===== src/hdl/kis_pkg.sv =====
`default_nettype none

package kis_pkg;

   // table and time sizes
   localparam int MAX_KEYS  = 64;
   localparam int TIME_BITS = 32;
   localparam int FRAC_BITS = 16;

   localparam int IDX_BITS  = $clog2(MAX_KEYS);
   localparam int CNT_BITS  = $clog2(MAX_KEYS + 1);
   localparam int FRAC_W    = FRAC_BITS + 1;
   localparam int KC_BITS   = 7;

   // shared divider: wide enough for the wrap dividend and the fraction quotient
   localparam int DIV_BITS  = (TIME_BITS > FRAC_BITS) ? TIME_BITS : FRAC_BITS + 1;
   localparam int STEP_BITS = $clog2(DIV_BITS);

   // configuration port
   localparam int CSR_IDX_BITS = 1;
   localparam int CSR_DATA_BITS = 32;
   localparam logic [CSR_IDX_BITS-1:0] CSR_CLIP_LENGTH = 1'd0;
   localparam logic [CSR_IDX_BITS-1:0] CSR_KEY_COUNT   = 1'd1;

   // input item kinds
   localparam logic KIND_LOAD  = 1'b0;
   localparam logic KIND_QUERY = 1'b1;

   typedef struct packed {
      logic query_load;
      logic key_write;
      logic wrap_load;
      logic wrap_fix;
      logic scan_first;
      logic scan_step;
      logic frac_load;
      logic div_step;
      logic res_exact;
      logic res_iv;
      logic res_none;
      logic out_load;
   } kis_cmd_type;

   typedef struct packed {
      logic need_wrap;
      logic div_last;
      logic empty;
      logic hit_iv;
      logic hit_ex;
      logic at_last;
   } kis_sts_type;

endpackage

`default_nettype wire


===== src/hdl/kis_ram.sv =====
`default_nettype none

module kis_ram #(
   parameter int WIDTH = 32,
   parameter int DEPTH = 64
) (
   input  wire logic                     clock,
   input  wire logic                     wr_en,
   input  wire logic [$clog2(DEPTH)-1:0] wr_addr,
   input  wire logic [WIDTH-1:0]         wr_data,
   input  wire logic                     rd_en,
   input  wire logic [$clog2(DEPTH)-1:0] rd_addr,
   output logic      [WIDTH-1:0]         rd_data
);

   logic [WIDTH-1:0] mem [DEPTH];

   always_ff @(posedge clock) begin
      if (wr_en) begin
         mem[wr_addr] <= wr_data;
      end
      if (rd_en) begin
         rd_data <= mem[rd_addr];
      end
   end

endmodule

`default_nettype wire


===== src/hdl/kis_ctrl.sv =====
`default_nettype none

module kis_ctrl (
   input  wire logic                 clock,
   input  wire logic                 reset,
   input  wire logic                 req_valid,
   input  wire logic                 req_kind,
   output logic                      req_stall,
   output logic                      rsp_valid,
   input  wire logic                 rsp_stall,
   input  wire kis_pkg::kis_sts_type sts,
   output kis_pkg::kis_cmd_type      cmd
);

   typedef enum logic [7:0] {
      ST_IDLE  = 8'b0000_0001,
      ST_CHECK = 8'b0000_0010,
      ST_WRAP  = 8'b0000_0100,
      ST_FIX   = 8'b0000_1000,
      ST_PRIME = 8'b0001_0000,
      ST_SCAN  = 8'b0010_0000,
      ST_FRAC  = 8'b0100_0000,
      ST_DONE  = 8'b1000_0000
   } kis_state_type;

   kis_state_type state_ff, state_in;
   logic          rsp_valid_ff, rsp_valid_in;
   logic          out_free;

   assign req_stall = (state_ff != ST_IDLE);
   assign rsp_valid = rsp_valid_ff;
   assign out_free  = !rsp_valid_ff || !rsp_stall;

   always_comb begin
      state_in = state_ff;
      cmd      = '0;
      case (state_ff)
         ST_IDLE: begin
            if (req_valid) begin
               if (req_kind == kis_pkg::KIND_QUERY) begin
                  cmd.query_load = 1'b1;
                  state_in       = ST_CHECK;
               end else begin
                  cmd.key_write = 1'b1;
               end
            end
         end
         ST_CHECK: begin
            if (sts.need_wrap) begin
               cmd.wrap_load = 1'b1;
               state_in      = ST_WRAP;
            end else begin
               state_in = ST_PRIME;
            end
         end
         ST_WRAP: begin
            cmd.div_step = 1'b1;
            if (sts.div_last) begin
               state_in = ST_FIX;
            end
         end
         ST_FIX: begin
            cmd.wrap_fix = 1'b1;
            state_in     = ST_PRIME;
         end
         ST_PRIME: begin
            if (sts.empty) begin
               cmd.res_none = 1'b1;
               state_in     = ST_DONE;
            end else begin
               cmd.scan_first = 1'b1;
               state_in       = ST_SCAN;
            end
         end
         ST_SCAN: begin
            // interval ending at this key is tested before the exact match on it
            if (sts.hit_iv) begin
               cmd.res_iv    = 1'b1;
               cmd.frac_load = 1'b1;
               state_in      = ST_FRAC;
            end else if (sts.hit_ex) begin
               cmd.res_exact = 1'b1;
               state_in      = ST_DONE;
            end else if (sts.at_last) begin
               cmd.res_none = 1'b1;
               state_in     = ST_DONE;
            end else begin
               cmd.scan_step = 1'b1;
            end
         end
         ST_FRAC: begin
            cmd.div_step = 1'b1;
            if (sts.div_last) begin
               state_in = ST_DONE;
            end
         end
         ST_DONE: begin
            if (out_free) begin
               cmd.out_load = 1'b1;
               state_in     = ST_IDLE;
            end
         end
         default: begin
            state_in = ST_IDLE;
         end
      endcase
   end

   always_comb begin
      rsp_valid_in = rsp_valid_ff;
      if (cmd.out_load) begin
         rsp_valid_in = 1'b1;
      end else if (rsp_valid_ff && !rsp_stall) begin
         rsp_valid_in = 1'b0;
      end
   end

   always_ff @(posedge clock) begin
      if (reset) begin
         state_ff     <= ST_IDLE;
         rsp_valid_ff <= 1'b0;
      end else begin
         state_ff     <= state_in;
         rsp_valid_ff <= rsp_valid_in;
      end
   end

endmodule

`default_nettype wire


===== src/hdl/kis_dp.sv =====
`default_nettype none

module kis_dp (
   input  wire logic                                 clock,
   input  wire logic                                 reset,
   input  wire logic                                 csr_wen,
   input  wire logic [kis_pkg::CSR_IDX_BITS-1:0]     csr_index,
   input  wire logic [kis_pkg::CSR_DATA_BITS-1:0]    csr_wdata,
   input  wire logic [kis_pkg::IDX_BITS-1:0]         req_key_slot,
   input  wire logic [kis_pkg::TIME_BITS-1:0]        req_key_time,
   input  wire logic [kis_pkg::TIME_BITS-1:0]        req_query_time,
   input  wire kis_pkg::kis_cmd_type                 cmd,
   output kis_pkg::kis_sts_type                      sts,
   output logic                                      rsp_found,
   output logic      [kis_pkg::IDX_BITS-1:0]         rsp_idx_before,
   output logic      [kis_pkg::IDX_BITS-1:0]         rsp_idx_start,
   output logic      [kis_pkg::IDX_BITS-1:0]         rsp_idx_end,
   output logic      [kis_pkg::IDX_BITS-1:0]         rsp_idx_after,
   output logic      [kis_pkg::FRAC_W-1:0]           rsp_fraction
);

   localparam int TB = kis_pkg::TIME_BITS;
   localparam int IB = kis_pkg::IDX_BITS;
   localparam int CB = kis_pkg::CNT_BITS;
   localparam int DB = kis_pkg::DIV_BITS;
   localparam int SB = kis_pkg::STEP_BITS;
   localparam int FW = kis_pkg::FRAC_W;

   // configuration
   logic [TB-1:0]                clip_length_ff;
   logic [kis_pkg::KC_BITS-1:0]  key_count_ff;
   logic [CB-1:0]                n_keys;

   // query time and scan
   logic [TB-1:0] t_ff;
   logic [TB-1:0] prev_ff;
   logic [IB-1:0] idx_ff;
   logic [TB-1:0] rd_data;
   logic [IB-1:0] rd_addr;
   logic          rd_en;
   logic          wr_en;

   // shared restoring divider
   logic [TB:0]   rem_ff, rem_in;
   logic [DB-1:0] sh_ff, sh_in;
   logic [TB:0]   den_ff;
   logic [SB-1:0] cnt_ff;
   logic          first_ff;
   logic [TB:0]   cand;
   logic          ge;

   // result under construction
   logic          found_ff, iv_ff;
   logic [IB-1:0] before_ff, start_ff, end_ff, after_ff;
   logic [IB-1:0] iv_start;
   logic [CB-1:0] last_idx;

   // output register
   logic          rsp_found_ff;
   logic [IB-1:0] rsp_before_ff, rsp_start_ff, rsp_end_ff, rsp_after_ff;
   logic [FW-1:0] rsp_fraction_ff;

   always_comb begin
      if (CB'(key_count_ff) > CB'(kis_pkg::MAX_KEYS)) begin
         n_keys = CB'(kis_pkg::MAX_KEYS);
      end else begin
         n_keys = CB'(key_count_ff);
      end
   end

   assign last_idx = n_keys - CB'(1);

   // key table
   assign wr_en   = cmd.key_write && (CB'(req_key_slot) < CB'(kis_pkg::MAX_KEYS));
   assign rd_en   = cmd.scan_first || cmd.scan_step;
   assign rd_addr = cmd.scan_first ? '0 : idx_ff + IB'(1);

   kis_ram #(
      .WIDTH (TB),
      .DEPTH (kis_pkg::MAX_KEYS)
   ) u_ram (
      .clock   (clock),
      .wr_en   (wr_en),
      .wr_addr (req_key_slot),
      .wr_data (req_key_time),
      .rd_en   (rd_en),
      .rd_addr (rd_addr),
      .rd_data (rd_data)
   );

   // status toward the controller
   always_comb begin
      sts.need_wrap = (clip_length_ff != '0) && (t_ff > clip_length_ff);
      sts.div_last  = (cnt_ff == '0);
      sts.empty     = (n_keys == '0);
      sts.hit_iv    = (idx_ff != '0) && (prev_ff < t_ff) && (t_ff <= rd_data);
      sts.hit_ex    = (t_ff == rd_data);
      sts.at_last   = (CB'(idx_ff) == last_idx);
   end

   // one quotient bit per step; the fraction's first step compares unshifted
   always_comb begin
      if (first_ff) begin
         cand = rem_ff;
      end else begin
         cand = {rem_ff[TB-1:0], sh_ff[DB-1]};
      end
      ge     = (cand >= den_ff);
      rem_in = ge ? (cand - den_ff) : cand;
      sh_in  = {sh_ff[DB-2:0], ge};
   end

   assign iv_start = idx_ff - IB'(1);

   always_ff @(posedge clock) begin
      if (reset) begin
         clip_length_ff <= '0;
         key_count_ff   <= '0;
      end else if (csr_wen) begin
         case (csr_index)
            kis_pkg::CSR_CLIP_LENGTH: clip_length_ff <= csr_wdata[TB-1:0];
            kis_pkg::CSR_KEY_COUNT:   key_count_ff   <= csr_wdata[kis_pkg::KC_BITS-1:0];
            default: begin
            end
         endcase
      end
   end

   always_ff @(posedge clock) begin
      if (cmd.query_load) begin
         t_ff <= req_query_time;
      end else if (cmd.wrap_fix) begin
         t_ff <= rem_ff[TB-1:0] + TB'(1);
      end

      if (cmd.scan_first) begin
         idx_ff <= '0;
      end else if (cmd.scan_step) begin
         idx_ff  <= idx_ff + IB'(1);
         prev_ff <= rd_data;
      end

      if (cmd.wrap_load) begin
         rem_ff   <= '0;
         sh_ff    <= DB'(t_ff - TB'(1));
         den_ff   <= {1'b0, clip_length_ff};
         cnt_ff   <= SB'(DB - 1);
         first_ff <= 1'b0;
      end else if (cmd.frac_load) begin
         rem_ff   <= {1'b0, t_ff - prev_ff};
         sh_ff    <= '0;
         den_ff   <= {1'b0, rd_data - prev_ff};
         cnt_ff   <= SB'(kis_pkg::FRAC_BITS);
         first_ff <= 1'b1;
      end else if (cmd.div_step) begin
         rem_ff   <= rem_in;
         sh_ff    <= sh_in;
         cnt_ff   <= cnt_ff - SB'(1);
         first_ff <= 1'b0;
      end

      if (cmd.res_exact) begin
         found_ff  <= 1'b1;
         iv_ff     <= 1'b0;
         before_ff <= idx_ff;
         start_ff  <= idx_ff;
         end_ff    <= idx_ff;
         after_ff  <= idx_ff;
      end else if (cmd.res_iv) begin
         found_ff  <= 1'b1;
         iv_ff     <= 1'b1;
         before_ff <= (iv_start != '0) ? iv_start - IB'(1) : '0;
         start_ff  <= iv_start;
         end_ff    <= idx_ff;
         after_ff  <= (CB'(idx_ff) != last_idx) ? idx_ff + IB'(1) : idx_ff;
      end else if (cmd.res_none) begin
         found_ff  <= 1'b0;
         iv_ff     <= 1'b0;
         before_ff <= '0;
         start_ff  <= '0;
         end_ff    <= '0;
         after_ff  <= '0;
      end

      if (cmd.out_load) begin
         rsp_found_ff    <= found_ff;
         rsp_before_ff   <= before_ff;
         rsp_start_ff    <= start_ff;
         rsp_end_ff      <= end_ff;
         rsp_after_ff    <= after_ff;
         rsp_fraction_ff <= iv_ff ? sh_ff[FW-1:0] : '0;
      end
   end

   assign rsp_found      = rsp_found_ff;
   assign rsp_idx_before = rsp_before_ff;
   assign rsp_idx_start  = rsp_start_ff;
   assign rsp_idx_end    = rsp_end_ff;
   assign rsp_idx_after  = rsp_after_ff;
   assign rsp_fraction   = rsp_fraction_ff;

endmodule

`default_nettype wire


===== src/hdl/keyframe_interval_select.sv =====
// channel | ports                                      | transfer when
// --------+--------------------------------------------+-------------------------
// req     | req_valid/req_stall, kind, slot, key/query | req_valid && !req_stall
// rsp     | rsp_valid/rsp_stall, found, 4 idx, fraction| rsp_valid && !rsp_stall
// csr     | csr_wen, csr_index, csr_wdata              | csr_wen
//
// a load is written from idle without leaving it; a query steps through check, wrap
// and fix only with wrapping (one bit a cycle in the shared restoring divider), then
// prime, scan over the keys (one table read a cycle, up to 64), fraction when an
// interval hits (same divider), and done; one query in flight at a time
// reset is synchronous; it clears control and configuration, the key table is not
// cleared and must be loaded before a query reads it
// a finished result sits in the output register, so the next item is taken while
// rsp is stalled; a new result waits in its last state until the register frees
`default_nettype none

module keyframe_interval_select (
   input  wire logic                              clock,
   input  wire logic                              reset,
   // configuration
   input  wire logic                              csr_wen,
   input  wire logic [kis_pkg::CSR_IDX_BITS-1:0]  csr_index,
   input  wire logic [kis_pkg::CSR_DATA_BITS-1:0] csr_wdata,
   // input items
   input  wire logic                              req_valid,
   output logic                                   req_stall,
   input  wire logic                              req_kind,
   input  wire logic [kis_pkg::IDX_BITS-1:0]      req_key_slot,
   input  wire logic [kis_pkg::TIME_BITS-1:0]     req_key_time,
   input  wire logic [kis_pkg::TIME_BITS-1:0]     req_query_time,
   // results
   output logic                                   rsp_valid,
   input  wire logic                              rsp_stall,
   output logic                                   rsp_found,
   output logic      [kis_pkg::IDX_BITS-1:0]      rsp_idx_before,
   output logic      [kis_pkg::IDX_BITS-1:0]      rsp_idx_start,
   output logic      [kis_pkg::IDX_BITS-1:0]      rsp_idx_end,
   output logic      [kis_pkg::IDX_BITS-1:0]      rsp_idx_after,
   output logic      [kis_pkg::FRAC_W-1:0]        rsp_fraction
);

   // commands from the sequencer, status back from the datapath
   kis_pkg::kis_cmd_type cmd;
   kis_pkg::kis_sts_type sts;

   // sequencer: wrap, scan and fraction phases plus output handoff
   kis_ctrl u_ctrl (
      .clock     (clock),
      .reset     (reset),
      .req_valid (req_valid),
      .req_kind  (req_kind),
      .req_stall (req_stall),
      .rsp_valid (rsp_valid),
      .rsp_stall (rsp_stall),
      .sts       (sts),
      .cmd       (cmd)
   );

   // datapath: key table, shared divider, scan compare and output register
   kis_dp u_dp (
      .clock          (clock),
      .reset          (reset),
      .csr_wen        (csr_wen),
      .csr_index      (csr_index),
      .csr_wdata      (csr_wdata),
      .req_key_slot   (req_key_slot),
      .req_key_time   (req_key_time),
      .req_query_time (req_query_time),
      .cmd            (cmd),
      .sts            (sts),
      .rsp_found      (rsp_found),
      .rsp_idx_before (rsp_idx_before),
      .rsp_idx_start  (rsp_idx_start),
      .rsp_idx_end    (rsp_idx_end),
      .rsp_idx_after  (rsp_idx_after),
      .rsp_fraction   (rsp_fraction)
   );

endmodule

`default_nettype wire


===== config.mk =====
export PLATFORM = sky130hd
export DESIGN_NAME = keyframe_interval_select
export DESIGN_NICKNAME = d
export VERILOG_FILES = /design/src/hdl/kis_pkg.sv /design/src/hdl/kis_ram.sv /design/src/hdl/kis_ctrl.sv /design/src/hdl/kis_dp.sv /design/src/hdl/keyframe_interval_select.sv
export SDC_FILE = /design/constraint.sdc
export NUM_CORES = 2
export LEC_CHECK = 0
export BUFFER_PORTS_ARGS = -buffer_cell sky130_fd_sc_hd__buf_2
export CORE_MARGIN = 5
export CORE_UTILIZATION = 35
export CTS_CLUSTER_SIZE = 24
export DETAILED_ROUTE_END_ITERATION = 7
export GPL_ROUTABILITY_DRIVEN = 1
export PLACE_DENSITY_LB_ADDON = 0.08
export SLEW_MARGIN = 20
export SYNTH_ARGS = -nofsm -noshare
export SYNTH_HDL_FRONTEND = slang
export SYNTH_SLANG_ARGS = --single-unit

===== constraint.sdc =====
create_clock -name clock -period 10.93 [get_ports clock]
set_input_delay 1.093 -clock clock [delete_from_list [all_inputs] [get_ports clock]]
set_output_delay 1.093 -clock clock [all_outputs]
set_load 0.02 [all_outputs]

==> summary.md <==
| Metric | Value |
|---|---|
| Status | finished, final reports clean |
| Register area share after synthesis | 70.51% |
| First-iteration detailed-routing DRC count | 5,919 |
| Vias in the first global route | 62,160 |
| Synth top area share | 68.60% |
| Mapped cell area | 0.09954 sq mm |
| Post-Layout Inst Area | 0.1142 sq mm |
| Net Sw Frac | 23.34% |
| Area Growth Syn to Fin | 14.70% |
| Die Ht | 543.3 um |
| Final setup violation count | 0 |
| Commonest non-fill, non-tap cell in the layout | edfxtp_1 |
| Clock Latency Late Sink | 0.92 ns |
| Startpoint Class | register |
| Vias per cell | 5.601 |
| Met1 GRT Util | 32.44% |
| Most frequent cells in the layout | 2,274 x edfxtp_1, 777 x nand2_1, 644 x a21oi_1, 453 x mux2i_1, 282 x o221ai_1 |
| Syn Nets | 7,356 |
| Die area | 0.2952 sq mm |
| Setup Buffers After CTS | 0 |
| Total Routing Usage GR | 22.81% |
| Worst slew pin tran | 1.158 ns |
| RR Endpoint | u_dp.u_ram.rd_data[24] |
| Clk Tree Root Cell | clkbuf_16 |
| CTS H-Tree Depth | 5 |
| Crit. End Element | register |
| Cts bufs inserted | 271 |
| Hpwl dp | 198.2 mm |
| Seq pwr share | 50.6% |
| Antenna violations before repair | 20 |
| Initial Util | 35.20% |
| Final WL | 346.7 mm |
| Worst-path clk slew | 0.06 ns |
| Tmin final | 5.837 ns |
| Met3 usage | 2.897% |
| Asr flop ratio synth | 0% |
| Final nets | 7,572 |
| HP Class | reg2reg |
| WHS Path Cells | 0 |
| Max VDD drop | 117.5 uV |
| Internal | 15.41 mW |
| Worst r2r src | u_dp.key_count_ff[6] |
| Share of layout cells above drive strength 1 | 12.04% |
| I/O Buffers | 152 |
| First-pass GRT wire length | 484.2 mm |
| Pwr Density | 176.0 mW/mm^2 |
| TritonCTS clock tree | yes |
| GR Overflow Total | 0 |
| Maximum root-to-sink buffer count | 4 |
| Post-synth EDFFs | 2,274 |
| Post-route setup TNS | 0 ns |
| Cell Rows | 195 |
| Synth Register Bits | 2,369 |
| Reg2Reg Setup Slack | 5.09 ns |
| Part of the power in the clock network | 43.5% |
| Post-Syn Area per Cell | 14.07 sq um |
| Antenna Nets Post-Route | 0 |
| Sw power | 4.690 mW |
| Synth top area cells | edfxtp_1 69%, mux2i_1 4.6%, a21oi_1 3.3% |
| Highest clock rate | 0.1713 GHz |
| Min-delay src | u_dp.after_ff[2] |
| Non-filler cells, final | 11,250 |
| GRT Max-Usage Layer | met2 |
| Area post-placement | 0.1058 sq mm |
| Max-Cap Viols | 0 |
| WP data required | 11.46 ns |
| Critical path class | reg2reg |
| Crit-path max FO | 51 |
| Drc violations | 0 |
| Leading area contributor after synthesis | edfxtp_1 |
| Comb power frac | 5.9% |
| Layout fillers | 26,130 |
| Worst Reg-to-Reg Cells | 10 |
| Post-cts sizing count | 0 |
| Slew Viols, Final | 0 |
| Fin. Hold Viols | 0 |
| Max Clock Skew | 0.05420 ns |
| Die Wd | 543.3 um |
| Post-synthesis cell count | 7,076 |
| FF/Latch Area | 0.07019 sq mm |
| RSZ-0062 raised after global routing | no |
| Synth warn | 0 |
| Clk sinks | 2,369 |
| Final Cycle Share | 53.40% |
| P_leak | 38.12 nW |
| Drt pass-1 iters | 7 |
| Wire length per cell | 30.82 um |
| # IOs | 153 |
| Distinct cell type count after synthesis | 89 |
| Worst hold path endpoint | u_dp.rsp_idx_after[2] |
| Worst Path Arrival | 6.37 ns |
| CORE AREA | 0.2828 sq mm |
| Via count | 62,990 |
| GRT met2 Usage | 37.20% |
| Synth Flop Type | edfxtp_1 |
| DP Cell Count | 10,760 |
| Slew margin rel. | 22.77% |
| Largest net degree at the start of global routing | 124 |
| Multi-input gate area | 0.02786 sq mm |
| WHS | 0.4161 ns |
| Hold_buf cts | 0 |
| Global placement routability congestion | 0.8401 |
[registers in the layout, summed over array words and instances, names as in the netlist, 6 cells and up]
| signal | flops |
|---|---|
| u_dp.rem_ff | 33 |
| u_dp.t_ff | 32 |
| u_dp.start_ff | 6 |
| u_dp.after_ff | 6 |
| u_dp.u_ram.mem | 2048 |
| u_dp.prev_ff | 32 |
| u_dp.u_ram.rd_data | 32 |
| u_dp.rsp_idx_after | 6 |
| u_dp.sh_ff | 32 |
| u_dp.key_count_ff | 7 |
| u_dp.idx_ff | 6 |
| u_dp.den_ff | 32 |
| u_dp.before_ff | 6 |
| u_dp.rsp_fraction | 17 |
| u_ctrl.state_ff | 8 |
| u_dp.rsp_idx_end | 6 |
| u_dp.rsp_idx_before | 6 |
| u_dp.rsp_idx_start | 6 |
| u_dp.end_ff | 6 |
| u_dp.clip_length_ff | 32 |
[through the flow]
step           worst slack [ns]  total power, mW  utilization [%]
6_report                  5.093            20.10            40.37
5_1_grt                   4.937            20.77            40.37
4_1_cts                   5.030            20.30            40.36
3_5_place_dp              5.035            11.53            37.40
3_3_place_gp              3.749            11.53            37.37
2_1_floorplan             7.104            10.97                -
[worst max-delay path by stage]
stage	from	to	slack, ns	depth (start not counted)
2_1_floorplan	u_dp.first_ff	u_dp.rem_ff[15]	7.10	15
3_3_place_gp	u_dp.idx_ff[0]	u_dp.u_ram.rd_data[29]	3.75	11
3_5_place_dp	u_dp.key_count_ff[6]	u_dp.u_ram.rd_data[24]	5.03	10
4_1_cts	u_dp.key_count_ff[6]	u_dp.u_ram.rd_data[24]	5.03	10
5_1_grt	u_dp.key_count_ff[6]	u_dp.u_ram.rd_data[24]	4.94	10
6_report	u_dp.key_count_ff[6]	u_dp.u_ram.rd_data[24]	5.09	10
[cell usage after synthesis, types with 22 or more instances]
cell type,count
buf_2,40
a21o_1,37
edfxtp_1,2274
nor2_1,285
clkbuf_1,311
mux2i_1,453
and3_1,25
mux2_2,43
mux4_2,23
and2_1,33
o221ai_1,282
nand2b_1,27
nor3_1,77
o22ai_1,106
inv_1,161
buf_1,55
a211oi_1,114
a21oi_1,648
nor2b_1,47
xor2_1,67
nand3_1,145
ha_1,168
o21ai_0,229
nor4_1,51
or3_1,22
o211ai_1,23
a31oi_1,34
xnor2_1,98
dfxtp_1,95
nand2_1,783
nand4_1,43
[metal layers]
| metal | share of wire (%) | wire (um) | vias up |
|---|---|---|---|
| met4 | 2.5 | 8515 | 4 |
| met3 | 5.3 | 18280 | 439 |
| li1 | - | - | 27900 |
| met1 | 45 | 157100 | 32760 |
| met2 | 47 | 162700 | 1893 |
| met5 | 0.0078 | 27 | - |
[layout make-up]
class                      instances  share of cell area (%)
sequential                      2369                   61.48
multi-input combinational       4134                   24.41
clock buffer                     335                   6.271
tap                             3743                   4.102
timing repair buffer             353                   2.109
clock inverter                   143                   1.076
inverter                         163                  0.5381
antenna                            7                 0.01534
[worst max-delay path: stages, from the launching register on]
cell and delay (ns):
dfxtp_1 0.48, nand2b_1 0.22, ha_1 0.19, nand4b_1 0.29
a21oi_4 0.88, buf_4 0.84, buf_4 0.77, mux2i_1 0.18
o22ai_1 0.45, o32ai_1 0.20, o2bb2ai_1 0.78
[cell families after synthesis]
logic type,synth area share [%]
AO/OA/AOI/OAI,10.87
AND/OR/NAND/NOR,7.196
buffers and inverters,2.232
multiplexers,5.562
flip-flops,70.51
XOR/XNOR,1.452
adder cells (fa/ha/maj),2.172
[power by group through the flow]
stage | Combinational (mW) | Clock, mW | Sequential, mW
floorplan | 0.669 | 0 | 10.3
global placement | 1.17 | 0 | 10.4
detailed placement | 1.18 | 0 | 10.4
CTS | 1.18 | 8.94 | 10.2
global route | 1.29 | 9.31 | 10.2
finish | 1.18 | 8.75 | 10.2
Power figures use the tool's default switching activity.
